==> config.mk <==
export PLATFORM = sky130hd
export DESIGN_NAME = lcg_random_range_generator_flat
export DESIGN_NICKNAME = d
export VERILOG_FILES = /design/src/hdl/lcg_rng_pkg.sv /design/src/hdl/lcg_rng_if.sv /design/src/hdl/lcg_rng_mul.sv /design/src/hdl/lcg_rng_div.sv /design/src/hdl/lcg_random_range_generator.sv /design/src/flat_wrapper.sv
export SDC_FILE = /design/constraint.sdc
export NUM_CORES = 1
export LEC_CHECK = 0
export ABC_AREA = 1
export BUFFER_PORTS_ARGS = -buffer_cell sky130_fd_sc_hd__clkbuf_2
export CAP_MARGIN = 20
export CELL_PAD_IN_SITES_DETAIL_PLACEMENT = 0
export CELL_PAD_IN_SITES_GLOBAL_PLACEMENT = 1
export CORE_ASPECT_RATIO = 1.1
export CORE_UTILIZATION = 50
export CTS_BUF_LIST = sky130_fd_sc_hd__clkbuf_4
export CTS_CLUSTER_SIZE = 25
export DETAILED_ROUTE_END_ITERATION = 7
export GPL_ROUTABILITY_DRIVEN = 0
export PLACE_DENSITY_LB_ADDON = 0.1
export RECOVER_POWER = 100
export REMOVE_ABC_BUFFERS = 1
export SYNTH_ARGS = -nofsm -noshare
export SYNTH_HDL_FRONTEND = slang
export SYNTH_SLANG_ARGS = --single-unit
==> constraint.sdc <==
create_clock -name clk -period 6.8 [get_ports clk]
set_input_delay 1.02 -clock clk [delete_from_list [all_inputs] [get_ports clk]]
set_output_delay 1.02 -clock clk [all_outputs]
set_load 0.05 [all_outputs]
==> src/hdl/lcg_rng_pkg.sv <==
package lcg_rng_pkg;

	// Data path width and the width of a bit counter over it.
	localparam int DATA_W = 32;
	localparam int CNT_W  = $clog2(DATA_W);

	// Generator constants: x <- x * LCG_MUL + LCG_INC (mod 2^32).
	localparam logic [DATA_W-1:0] LCG_MUL = 32'd1103515245;
	localparam logic [DATA_W-1:0] LCG_INC = 32'd12345;

	// Bit fields taken from each new generator state.
	localparam int FIRST_HI = 26;
	localparam int NEXT_HI  = 25;
	localparam int FIELD_LO = 16;
	localparam int NEXT_W   = NEXT_HI - FIELD_LO + 1;

	// Command codes.
	localparam logic [1:0] CMD_SEED  = 2'd0;
	localparam logic [1:0] CMD_WORD  = 2'd1;
	localparam logic [1:0] CMD_RANGE = 2'd2;

	// Status codes.
	localparam logic [1:0] STS_OK       = 2'd0;
	localparam logic [1:0] STS_TIMEOUT  = 2'd1;
	localparam logic [1:0] STS_ZERO_DIV = 2'd2;

	// Number of generator steps per random word.
	localparam int LCG_STEPS = 3;
	localparam int STEP_W    = $clog2(LCG_STEPS);

endpackage

==> src/hdl/lcg_rng_if.sv <==
// Request channel: one command transaction.
interface lcg_rng_req_if;
	logic        valid;
	logic        ready;
	logic [1:0]  command;
	logic [31:0] seed_value;
	logic signed [31:0] range_low;
	logic signed [31:0] range_high;
	logic        hw_ready;
	logic [31:0] hw_word;

	modport source (
		output valid, command, seed_value, range_low, range_high, hw_ready, hw_word,
		input  ready
	);
	modport sink (
		input  valid, command, seed_value, range_low, range_high, hw_ready, hw_word,
		output ready
	);
endinterface

// Response channel: one result transaction.
interface lcg_rng_rsp_if;
	logic        valid;
	logic        ready;
	logic [31:0] random_value;
	logic        from_hardware;
	logic [1:0]  status;

	modport source (
		output valid, random_value, from_hardware, status,
		input  ready
	);
	modport sink (
		input  valid, random_value, from_hardware, status,
		output ready
	);
endinterface

==> src/hdl/lcg_rng_mul.sv <==
// Bit-serial multiply-add: result = op * LCG_MUL + LCG_INC (mod 2^32).
// One multiplier bit is consumed per cycle.
module lcg_rng_mul (
	input  logic                           clk,
	input  logic                           arst_n,
	input  logic                           start,
	input  logic [lcg_rng_pkg::DATA_W-1:0] op,
	output logic                           done,
	output logic [lcg_rng_pkg::DATA_W-1:0] result
);

	logic                           busy_q;
	logic                           done_q;
	logic [lcg_rng_pkg::CNT_W-1:0]  cnt_q;
	logic [lcg_rng_pkg::DATA_W-1:0] mplier_q;
	logic [lcg_rng_pkg::DATA_W-1:0] mcand_q;
	logic [lcg_rng_pkg::DATA_W-1:0] acc_q;

	// Control: busy for one pass over the multiplier bits, then a done pulse.
	always_ff @(posedge clk or negedge arst_n) begin
		if (!arst_n) begin
			busy_q <= 1'b0;
			done_q <= 1'b0;
			cnt_q  <= '0;
		end else begin
			done_q <= 1'b0;
			if (start) begin
				busy_q <= 1'b1;
				cnt_q  <= '0;
			end else if (busy_q) begin
				cnt_q <= cnt_q + 1'b1;
				if (cnt_q == lcg_rng_pkg::CNT_W'(lcg_rng_pkg::DATA_W - 1)) begin
					busy_q <= 1'b0;
					done_q <= 1'b1;
				end
			end
		end
	end

	// Data path: add the shifted multiplicand when the current bit is set.
	always_ff @(posedge clk) begin
		if (start) begin
			mplier_q <= op;
			mcand_q  <= lcg_rng_pkg::LCG_MUL;
			acc_q    <= lcg_rng_pkg::LCG_INC;
		end else if (busy_q) begin
			if (mplier_q[0]) begin
				acc_q <= acc_q + mcand_q;
			end
			mcand_q  <= {mcand_q[lcg_rng_pkg::DATA_W-2:0], 1'b0};
			mplier_q <= {1'b0, mplier_q[lcg_rng_pkg::DATA_W-1:1]};
		end
	end

	assign done   = done_q;
	assign result = acc_q;

endmodule

==> src/hdl/lcg_rng_div.sv <==
// Restoring divider that yields the remainder, one quotient bit per cycle.
module lcg_rng_div (
	input  logic                           clk,
	input  logic                           arst_n,
	input  logic                           start,
	input  logic [lcg_rng_pkg::DATA_W-1:0] dividend,
	input  logic [lcg_rng_pkg::DATA_W-1:0] divisor,
	output logic                           done,
	output logic [lcg_rng_pkg::DATA_W-1:0] remainder
);

	logic                           busy_q;
	logic                           done_q;
	logic [lcg_rng_pkg::CNT_W-1:0]  cnt_q;
	logic [lcg_rng_pkg::DATA_W-1:0] dvd_q;
	logic [lcg_rng_pkg::DATA_W-1:0] dsr_q;
	logic [lcg_rng_pkg::DATA_W-1:0] rem_q;
	logic [lcg_rng_pkg::DATA_W:0]   trial;
	logic [lcg_rng_pkg::DATA_W:0]   diff;

	// Shift in the next dividend bit and try to subtract the divisor.
	assign trial = {rem_q, dvd_q[lcg_rng_pkg::DATA_W-1]};
	assign diff  = trial - {1'b0, dsr_q};

	// Control: one pass over the dividend bits, then a done pulse.
	always_ff @(posedge clk or negedge arst_n) begin
		if (!arst_n) begin
			busy_q <= 1'b0;
			done_q <= 1'b0;
			cnt_q  <= '0;
		end else begin
			done_q <= 1'b0;
			if (start) begin
				busy_q <= 1'b1;
				cnt_q  <= '0;
			end else if (busy_q) begin
				cnt_q <= cnt_q + 1'b1;
				if (cnt_q == lcg_rng_pkg::CNT_W'(lcg_rng_pkg::DATA_W - 1)) begin
					busy_q <= 1'b0;
					done_q <= 1'b1;
				end
			end
		end
	end

	// Data path: keep the difference when it did not go negative.
	always_ff @(posedge clk) begin
		if (start) begin
			dvd_q <= dividend;
			dsr_q <= divisor;
			rem_q <= '0;
		end else if (busy_q) begin
			dvd_q <= {dvd_q[lcg_rng_pkg::DATA_W-2:0], 1'b0};
			if (!diff[lcg_rng_pkg::DATA_W]) begin
				rem_q <= diff[lcg_rng_pkg::DATA_W-1:0];
			end else begin
				rem_q <= trial[lcg_rng_pkg::DATA_W-1:0];
			end
		end
	end

	assign done      = done_q;
	assign remainder = rem_q;

endmodule

==> src/hdl/lcg_random_range_generator.sv <==
// Seed, unknown command or hardware word: the request goes from idle to the finish state, then to the result register.
// Generated word: three generator steps on the bit-serial multiply-add, then the finish state and the result register.
// Range: the reduce state, then the divider unless the divisor is zero, before the finish state.
// One transaction is in work at a time; a new one is taken once the result is registered.
// Reset clears the generator state to zero and empties the result register.
module lcg_random_range_generator (
	input  logic               clk,
	input  logic               arst_n,
	lcg_rng_req_if.sink        req,
	lcg_rng_rsp_if.source      rsp
);

	typedef enum logic [2:0] {
		ST_IDLE,
		ST_LCG,
		ST_RED,
		ST_DIV,
		ST_FIN
	} state_t;

	state_t                              state_q;
	logic [lcg_rng_pkg::DATA_W-1:0]      gen_q;
	logic [1:0]                          cmd_q;
	logic [lcg_rng_pkg::DATA_W-1:0]      low_q;
	logic [lcg_rng_pkg::DATA_W-1:0]      high_q;
	logic [lcg_rng_pkg::DATA_W-1:0]      r_q;
	logic [lcg_rng_pkg::DATA_W-1:0]      value_q;
	logic                                from_hw_q;
	logic [1:0]                          status_q;
	logic [lcg_rng_pkg::STEP_W-1:0]      step_q;
	logic                                out_valid_q;
	logic [lcg_rng_pkg::DATA_W-1:0]      out_value_q;
	logic                                out_from_hw_q;
	logic [1:0]                          out_status_q;

	logic                                accept;
	logic                                is_gen_cmd;
	logic                                last_step;
	logic                                mul_start;
	logic [lcg_rng_pkg::DATA_W-1:0]      mul_op;
	logic                                mul_done;
	logic [lcg_rng_pkg::DATA_W-1:0]      mul_res;
	logic                                div_start;
	logic                                div_done;
	logic [lcg_rng_pkg::DATA_W-1:0]      div_rem;
	logic [lcg_rng_pkg::DATA_W-1:0]      divisor;
	logic                                out_free;

	// Handshake and command decode.
	assign req.ready  = (state_q == ST_IDLE);
	assign accept     = req.valid && req.ready;
	assign is_gen_cmd = (req.command == lcg_rng_pkg::CMD_WORD) ||
	                    (req.command == lcg_rng_pkg::CMD_RANGE);
	assign last_step  = (step_q == lcg_rng_pkg::STEP_W'(lcg_rng_pkg::LCG_STEPS - 1));
	assign divisor    = high_q - low_q + 1'b1;
	assign out_free   = !out_valid_q || rsp.ready;

	// The first generator step starts from the stored state, later ones chain on.
	assign mul_start = (accept && is_gen_cmd && !req.hw_ready) ||
	                   (state_q == ST_LCG && mul_done && !last_step);
	assign mul_op    = (state_q == ST_LCG) ? mul_res : gen_q;
	assign div_start = (state_q == ST_RED) && (divisor != '0);

	lcg_rng_mul u_mul (
		.clk    (clk),
		.arst_n (arst_n),
		.start  (mul_start),
		.op     (mul_op),
		.done   (mul_done),
		.result (mul_res)
	);

	lcg_rng_div u_div (
		.clk       (clk),
		.arst_n    (arst_n),
		.start     (div_start),
		.dividend  (r_q),
		.divisor   (divisor),
		.done      (div_done),
		.remainder (div_rem)
	);

	// Sequencer: state, generator state and the result register.
	always_ff @(posedge clk or negedge arst_n) begin
		if (!arst_n) begin
			state_q       <= ST_IDLE;
			gen_q         <= '0;
			step_q        <= '0;
			out_valid_q   <= 1'b0;
			cmd_q         <= lcg_rng_pkg::CMD_SEED;
			low_q         <= '0;
			high_q        <= '0;
			r_q           <= '0;
			value_q       <= '0;
			from_hw_q     <= 1'b0;
			status_q      <= lcg_rng_pkg::STS_OK;
			out_value_q   <= '0;
			out_from_hw_q <= 1'b0;
			out_status_q  <= lcg_rng_pkg::STS_OK;
		end else begin
			if (out_valid_q && rsp.ready) begin
				out_valid_q <= 1'b0;
			end
			unique case (state_q)
				ST_IDLE: begin
					if (accept) begin
						cmd_q     <= req.command;
						low_q     <= req.range_low;
						high_q    <= req.range_high;
						value_q   <= '0;
						from_hw_q <= 1'b0;
						status_q  <= lcg_rng_pkg::STS_OK;
						step_q    <= '0;
						if (req.command == lcg_rng_pkg::CMD_SEED) begin
							if (gen_q == '0 && !req.hw_ready) begin
								status_q <= lcg_rng_pkg::STS_TIMEOUT;
							end
							gen_q   <= gen_q + req.seed_value;
							state_q <= ST_FIN;
						end else if (is_gen_cmd) begin
							if (req.hw_ready) begin
								r_q       <= req.hw_word;
								value_q   <= req.hw_word;
								from_hw_q <= 1'b1;
								state_q   <= (req.command == lcg_rng_pkg::CMD_RANGE) ?
								             ST_RED : ST_FIN;
							end else begin
								state_q <= ST_LCG;
							end
						end else begin
							state_q <= ST_FIN;
						end
					end
				end
				ST_LCG: begin
					// Collect the field of each new state into the word.
					if (mul_done) begin
						gen_q  <= mul_res;
						step_q <= step_q + 1'b1;
						if (step_q == '0) begin
							r_q <= lcg_rng_pkg::DATA_W'(
							       mul_res[lcg_rng_pkg::FIRST_HI:lcg_rng_pkg::FIELD_LO]);
						end else begin
							r_q <= {r_q[lcg_rng_pkg::DATA_W-lcg_rng_pkg::NEXT_W-1:0],
							        mul_res[lcg_rng_pkg::NEXT_HI:lcg_rng_pkg::FIELD_LO]};
						end
						if (last_step) begin
							value_q <= {r_q[lcg_rng_pkg::DATA_W-lcg_rng_pkg::NEXT_W-1:0],
							            mul_res[lcg_rng_pkg::NEXT_HI:lcg_rng_pkg::FIELD_LO]};
							state_q <= (cmd_q == lcg_rng_pkg::CMD_RANGE) ? ST_RED : ST_FIN;
						end
					end
				end
				ST_RED: begin
					// A full 32-bit range wraps the divisor to zero.
					if (divisor == '0) begin
						value_q  <= r_q;
						status_q <= lcg_rng_pkg::STS_ZERO_DIV;
						state_q  <= ST_FIN;
					end else begin
						state_q <= ST_DIV;
					end
				end
				ST_DIV: begin
					if (div_done) begin
						value_q <= low_q + div_rem;
						state_q <= ST_FIN;
					end
				end
				ST_FIN: begin
					// Hand the result to the output register once it is free.
					if (out_free) begin
						out_valid_q   <= 1'b1;
						out_value_q   <= value_q;
						out_from_hw_q <= from_hw_q;
						out_status_q  <= status_q;
						state_q       <= ST_IDLE;
					end
				end
				default: begin
					state_q <= ST_IDLE;
				end
			endcase
		end
	end

	assign rsp.valid         = out_valid_q;
	assign rsp.random_value  = out_value_q;
	assign rsp.from_hardware = out_from_hw_q;
	assign rsp.status        = out_status_q;

endmodule

==> src/flat_wrapper.sv <==
// flat-port wrapper written by rule: the top's interface ports become plain ports
module lcg_random_range_generator_flat 
  (clk, arst_n, req_valid, req_command, req_seed_value, req_range_low, req_range_high, req_hw_ready, req_hw_word, req_ready, rsp_valid, rsp_random_value, rsp_from_hardware, rsp_status, rsp_ready);
  lcg_rng_req_if req_i ();
  lcg_rng_rsp_if rsp_i ();
  input  logic clk;
  input  logic arst_n;
  input wire logic [$bits(req_i.valid)-1:0] req_valid;
  input wire logic [$bits(req_i.command)-1:0] req_command;
  input wire logic [$bits(req_i.seed_value)-1:0] req_seed_value;
  input wire logic [$bits(req_i.range_low)-1:0] req_range_low;
  input wire logic [$bits(req_i.range_high)-1:0] req_range_high;
  input wire logic [$bits(req_i.hw_ready)-1:0] req_hw_ready;
  input wire logic [$bits(req_i.hw_word)-1:0] req_hw_word;
  output wire logic [$bits(req_i.ready)-1:0] req_ready;
  output wire logic [$bits(rsp_i.valid)-1:0] rsp_valid;
  output wire logic [$bits(rsp_i.random_value)-1:0] rsp_random_value;
  output wire logic [$bits(rsp_i.from_hardware)-1:0] rsp_from_hardware;
  output wire logic [$bits(rsp_i.status)-1:0] rsp_status;
  input wire logic [$bits(rsp_i.ready)-1:0] rsp_ready;
  assign req_i.valid = req_valid;
  assign req_i.command = req_command;
  assign req_i.seed_value = req_seed_value;
  assign req_i.range_low = req_range_low;
  assign req_i.range_high = req_range_high;
  assign req_i.hw_ready = req_hw_ready;
  assign req_i.hw_word = req_hw_word;
  assign req_ready = req_i.ready;
  assign rsp_valid = rsp_i.valid;
  assign rsp_random_value = rsp_i.random_value;
  assign rsp_from_hardware = rsp_i.from_hardware;
  assign rsp_status = rsp_i.status;
  assign rsp_i.ready = rsp_ready;
  lcg_random_range_generator u_core (.clk(clk), .arst_n(arst_n), .req(req_i), .rsp(rsp_i));
endmodule
==> results.py, run 1 <==
metrics = {
    "outcome": {
        "outcome": "complete, but fails checks",
        "violations": "max-capacitance violations, max-slew violations",
    },
    "synth": {
        "yosysTopAreaCell": "dfrtp_1",
        "synthCells": 3952,
        "synth_area_leaders": "dfrtp_1 (20%), nand2_1 (15%), edfxtp_1 (10%)",
        "yosysWarningCount": 0,
        "ys.flop_type": "dfrtp_1",
        "ys_ff_latch": 412,
        "seq_area_frac_synth_pct": 36.9,
        "syn-cell-area_um2": 28000,
        "async_reset_ff_share_pct": 53.4,
        "synthesis.area_per_instance_um2": 7.08,
        "ys_types": 53,
        "synth_edf_count": 96,
        "synth.top_cell.area_share_pct": 19.7,
    },
    "clock_network": {
        "clock-sinks": 412,
        "clk_latency_ns": 0.92,
        "cts_buffer_depth": 3,
        "htreeDepth": 3,
        "clk_pin_slew_ns": 0.07,
        "cts-root-buf": "clkbuf_4",
        "ctsResizeCount": 0,
        "postCtsSetupRepairBufs": 0,
        "numCtsBuffers": 111,
        "cts_tree": "done",
        "cts_hold_repair.buffers": 0,
    },
    "routing": {
        "dr.pass1.iters": 8,
        "drc": 0,
        "routed_wirelength_um": 86300,
        "vias": 26800,
        "final_antenna_net_count": 0,
        "post_drt_wl_per_cell_um": 17.4,
        "vias_per_cell": 5.39,
        "drtIter0Drc": 2123,
    },
    "worst_setup_path": {
        "crit_fanout": 45,
        "crit_arrival_ns": 5.76,
        "reg2reg_from": "u_core.state_q[2]",
        "path_buf_inv": 5,
        "cp_slowest_cell": "nand2_1",
        "max_stage_delay_ns": 1.08,
        "crit_path_start_kind": "flip-flop",
        "critPathRequiredTime_ns": 7.32,
        "critPathCaptureType": "flip-flop",
        "crit_chain": "nor3_1 > clkinv_2 > nor2_1 > inv_1 > or2_2 > nand2_1 > inv_1 > clkbuf_1 > nand2_1 > clkbuf_2",
        "critPathKind": "flip-flop to flip-flop",
        "cpLargestDelayFamily": "simple AND/OR/NAND/NOR gates",
        "worstSetupStartpoint": "u_core.state_q[2]",
    },
    "global_route": {
        "grt_pass1_vias": 25200,
        "gr-usage-all-layers_pct": 30.7,
        "antenna_found_initial": 2,
        "grt_overflow_total": 0,
        "grt_pass1_wl_um": 136000,
        "grt_start_max_net_pins": 102,
    },
    "place": {
        "place_ws_ns": 2.49,
        "port_buffers": 171,
        "place_hpwl_um": 65700,
    },
    "timing": {
        "fin_worst_skew_ns": 0.0814,
        "tightest_slew_ns": 3.90,
        "maxSlewHeadroom_pct": -160,
        "setup_viol": 0,
        "fin_crit_sh_pct": 77.2,
        "clock.fmax_mhz": 191,
        "timing.final.ws_setup_ns": 1.55,
        "fin_hold_ws_ns": 0.0742,
        "final-hold-violation-count": 0,
        "maxSlewViolCount": 335,
        "rsz0062_at_grt": "no",
        "period_needed_ns": 5.25,
    },
    "die": {
        "die_w_um": 227,
        "fp-row-count": 90,
        "die_y_um": 250,
        "die-area_um2": 56900,
        "core_um2": 55100,
        "initial_core_util_pct": 50.8,
        "ios": 172,
    },
    "power_and_ir_drop": {
        "vdd_drop_max_mv": 0.272,
        "p_leak_nw": 15.6,
        "p_per_area_nw_per_um2": 588,
    },
    "run": {
        "cap_violations": 6,
    },
    "worst_hold_path": {
        "hp-class": "input pin to async pin",
    },
    "finish": {
        "layout.nets": 4473,
        "fill_cells": 5582,
        "drive_gt1_share_pct": 9.87,
        "syn2layout_area_growth_pct": 10.0,
        "fin_util_pct": 55.9,
    },
}
## state kept, by name, summed over array words and instances (netlist names), 2 cells and up
register / flops
u_core.cmd_q: 2
u_core.gen_q: 32
u_core.high_q: 32
u_core.low_q: 32
u_core.r_q: 32
u_core.rsp.random_value: 32
u_core.rsp.status: 2
u_core.state_q: 3
u_core.status_q: 2
u_core.step_q: 2
u_core.u_div.cnt_q: 5
u_core.u_div.dsr_q: 32
u_core.u_div.dvd_q: 32
u_core.u_div.remainder: 32
u_core.u_mul.cnt_q: 5
u_core.u_mul.mcand_q: 32
u_core.u_mul.mplier_q: 32
u_core.u_mul.result: 32
u_core.value_q: 32
## cells in the mapped netlist (all sizes together) (15+ instances only)
master / instances
clkbuf: 75
inv: 500
edfxtp: 96
nand2: 1154
o211ai: 19
nand3b: 15
buf: 46
nor3: 37
nor2: 396
a21o: 19
nand4: 41
o21ai: 265
a21oi: 260
nand3: 235
a31oi: 77
o2111ai: 15
dfxtp: 96
xor2: 32
dfrtp: 220
or2: 26
mux2: 33
xnor2: 21
ha: 194
## layer usage
layer	global-route usage, %	vias to the layer above	share of wire, %
met4	9.88	0	2.8
met1	45.4	12400	48
li1	-	13400	-
met2	45.7	846	43
met3	4.41	128	6.7
met5	0	-	0
## area by class of cell
class	instances	area, µm²	area share, %
Antenna cell	4	10.0	0.0325
Clock buffer	174	1310	4.25
Clock inverter	33	183	0.594
Inverter	503	1890	6.14
Multi-Input combinational cell	2916	15200	49.3
Sequential cell	412	10300	33.5
Tap cell	736	921	2.99
Timing Repair Buffer	195	973	3.16
## power by group
group          switching [W]  internal [W]
registers           0.000833       0.00379
logic                0.00747       0.00367
clock network        0.00115       0.00118
total                0.00945       0.00863
## worst paths after layout
check | to | slack (ns) | cells after the start
max | u_core.u_mul.mplier_q[27] | 1.55 | 10
min | u_core.rsp.random_value[19] | 0.07 | 1
max reg2reg | u_core.u_mul.mplier_q[27] | 1.55 | 10
min reg2reg | u_core.u_mul.mcand_q[23] | 0.45 | 2
max in group asynchronous | u_core.gen_q[21] | 2.54 | 2
min in group clk | u_core.high_q[27] | 0.33 | 3
## cells by family (layout without fill, tap and decap cells)
logic type / after synthesis / after routing / share of synthesized area [%]
other: 0 / 4 / 0
AO/OA/AOI/OAI: 703 / 703 / 14.1
AND/OR/NAND/NOR: 1928 / 1928 / 28.2
adder cells (fa/ha/maj): 199 / 199 / 9.04
buffers and inverters: 624 / 905 / 8.79
multiplexers: 33 / 33 / 1.33
flip-flops: 412 / 412 / 36.9
XOR/XNOR: 53 / 53 / 1.66
## per-stage QoR
stage          instance area, µm²  total power [W]  std cells  setup TNS, ns
6_report                    30800           0.0181       4973              0
2_1_floorplan               27400           0.0125       3831         -85.43
4_1_cts                     30900           0.0181       4968              0
5_1_grt                     30800           0.0198       4971              0
3_5_place_dp                29400           0.0157       4761              0
3_3_place_gp                29400           0.0156       4761              0
## layout by cell type (no fill, tap or decap), types with 5 or more instances in the layout
master / count
a21o_1: 19
a21oi_1: 259
a31oi_1: 77
and3_1: 6
buf_4: 16
clkbuf_1: 42
clkbuf_2: 136
clkbuf_4: 174
clkinv_1: 23
clkinv_2: 7
dfrtp_1: 220
dfxtp_1: 96
edfxtp_1: 96
fa_1: 5
ha_1: 194
inv_1: 492
inv_2: 8
mux2_2: 33
nand2_1: 1152
nand3_1: 235
nand3b_1: 15
nand4_1: 41
nor2_1: 393
nor3_1: 33
nor4_1: 11
o2111ai_1: 15
o211ai_1: 19
o21a_1: 13
o21ai_0: 263
o21bai_1: 13
or2_2: 25
xnor2_1: 21
xor2_1: 32
Power figures use the tool's default switching activity.
==> inputs of run 2 (changes only) <==
--- a/config.mk
+++ b/config.mk
@@ -11,7 +11,7 @@
 export CELL_PAD_IN_SITES_DETAIL_PLACEMENT = 0
 export CELL_PAD_IN_SITES_GLOBAL_PLACEMENT = 1
 export CORE_ASPECT_RATIO = 1.1
-export CORE_UTILIZATION = 50
+export CORE_UTILIZATION = 47
 export CTS_BUF_LIST = sky130_fd_sc_hd__clkbuf_4
 export CTS_CLUSTER_SIZE = 25
 export DETAILED_ROUTE_END_ITERATION = 7
==> constraint.sdc (replaced) <==
create_clock -name clk -period 5 [get_ports clk]
set_input_delay 0.75 -clock clk [delete_from_list [all_inputs] [get_ports clk]]
set_output_delay 0.75 -clock clk [all_outputs]
set_load 0.05 [all_outputs]
==> results.py, run 2 (same netlist as run 1, synthesis figures left out) <==
metrics = {
    "worst_setup_path": {
        "cpLargestDelayFamily": "buffers and inverters",
        "ff2ff_path_depth": 10,
        "crit_fanout": 49,
        "path_buf_inv": 4,
        "crit_path_start_kind": "flip-flop",
        "critPathCaptureType": "flip-flop",
        "critPathKind": "flip-flop to flip-flop",
        "path_common_cell": "nor2_1",
        "cp_slowest_cell": "clkbuf_1",
        "cp_num_cells": 10,
        "max_stage_delay_ns": 1.06,
        "crit_arrival_ns": 5.01,
        "critPathRequiredTime_ns": 5.73,
        "crit_chain": "nor2_1 > inv_1 > nor2_1 > inv_1 > nor2_1 > buf_4 > nand2_1 > nand2_1 > clkbuf_1 > o21ai_0",
    },
    "clock_network": {
        "numCtsBuffers": 113,
        "postCtsSetupRepairBufs": 0,
        "cts_buffer_depth": 3,
        "clk_pin_slew_ns": 0.06,
        "clock-sinks": 412,
        "cts_tree": "done",
        "clk_latency_ns": 0.94,
        "cts-root-buf": "clkbuf_4",
        "ctsResizeCount": 0,
        "htreeDepth": 3,
    },
    "place": {
        "port_buffers": 171,
        "dp_cells": 4791,
        "place_hpwl_um": 68400,
    },
    "finish": {
        "multi_input_area_um2": 15200,
        "drive_gt1_share_pct": 9.89,
        "fin_util_pct": 53.4,
        "fill_cells": 6114,
        "most-common-layout-cells": "nand2_1 (1152), inv_1 (493), nor2_1 (393)",
        "final_cells": 5040,
        "layout.nets": 4517,
        "syn2layout_area_growth_pct": 11.9,
        "final_common_cell": "nand2_1",
        "seqCellArea_um2": 10300,
    },
    "global_route": {
        "grt_overflow_total": 0,
        "gr-usage-all-layers_pct": 29.6,
        "grt_start_max_net_pins": 93,
        "antenna_found_initial": 1,
        "grt_pass1_wl_um": 139000,
        "grt_pass1_vias": 25000,
    },
    "die": {
        "initial_core_util_pct": 47.7,
        "die_y_um": 258,
        "ios": 172,
        "core_um2": 58600,
        "die_w_um": 235,
        "fp-row-count": 93,
        "die-area_um2": 60500,
    },
    "power_and_ir_drop": {
        "p_per_area_nw_per_um2": 796,
        "report.power.total_w": 0.0249,
        "p_leak_nw": 15.9,
        "vdd_drop_max_mv": 0.314,
    },
    "timing": {
        "fin_worst_skew_ns": 0.0846,
        "period_needed_ns": 4.27,
        "rsz0062_at_grt": "no",
        "setup_viol": 0,
        "fin_crit_sh_pct": 85.5,
        "final-hold-violation-count": 0,
        "clock.fmax_mhz": 234,
        "setup_tns_ns": 0,
        "tightest_slew_ns": 2.55,
        "maxSlewHeadroom_pct": -69.7,
        "maxSlewViolCount": 188,
    },
    "routing": {
        "post_drt_wl_per_cell_um": 17.8,
        "final_antenna_net_count": 0,
        "drc": 0,
        "dr.pass1.iters": 5,
        "routed_wirelength_um": 89500,
        "drtIter0Drc": 2172,
        "vias": 26900,
        "vias_per_cell": 5.33,
    },
    "worst_hold_path": {
        "holdPathStages": 3,
        "hp-class": "input pin to flip-flop",
    },
    "outcome": {
        "violations": "max-capacitance violations, max-slew violations",
        "outcome": "complete, but fails checks",
    },
    "run": {
        "cap_violations": 4,
    },
}
## run 2: changes by cell type in the layout (fill, tap and decap cells not counted), moves of 3 or more
cell,before,now
dlygate4sd3_1,0,37
diode_2,4,1
buf_4,16,19
clkbuf_4,174,178
clkinv_2,7,4
buf_12,0,3
## run 2: repair_timing
action                                 in CTS  in global routing
hold buffers                               37                  0
setup endpoints to repair                   0                  0
endpoints found under the hold margin     109                  0
## run 2: routing by layer
layer,GRT usage (%),wire [µm]
met4,9.34,2290
met1,43.3,42900
met3,4.46,5570
met5,0,0
met2,44.6,38700
## run 2: through the flow
step	hold WS, ns	setup WS [ns]	area, µm²
after CTS	0.00261	0.982	31400
after global placement	0.451	0.958	29500
after global routing	0.0458	0.359	31300
after detailed placement	0.456	0.939	29500
after floorplan	0.438	-3.69	27400
final	0.0845	0.726	31300
## run 2: path summary, 6_finish.rpt
path                                     from                 end  slack (ns)
min reg2reg                u_core.value_q[20]  u_core.value_q[20]        0.47
min in group asynchronous              arst_n    u_core.low_q[26]        0.40
min                         req_range_high[2]    u_core.high_q[2]        0.08
max reg2reg                 u_core.state_q[0]      u_core.r_q[27]        0.73
max                         u_core.state_q[0]      u_core.r_q[27]        0.73
max in group asynchronous              arst_n   u_core.u_mul.done        1.63
## run 2: layout make-up
| cell class | count | area share, % |
|---|---|---|
| diodes | 1 | 0.00800 |
| flip-flops and latches | 412 | 32.9 |
| repair buffers | 237 | 4.55 |
| multi-input cells | 2916 | 48.5 |
| clock buffers | 178 | 4.27 |
| well taps | 760 | 3.04 |
| clock inverters | 33 | 0.680 |
| inverters | 503 | 6.04 |
## run 2: where the power goes
part	leakage [nW]	switching [W]	internal [W]
Sequential	4.42	0.00115	0.00515
Combinational	10.5	0.0103	0.00503
Clock	0.920	0.00157	0.00169
## run 2: worst reg2reg max path, cell delays in order, from the launching register on
cell	delay, ns
dfrtp_1	0.42
nor2_1	0.15
inv_1	0.08
nor2_1	0.37
inv_1	0.17
nor2_1	0.16
buf_4	0.44
nand2_1	0.17
nand2_1	0.85
clkbuf_1	1.07
o21ai_0	0.22
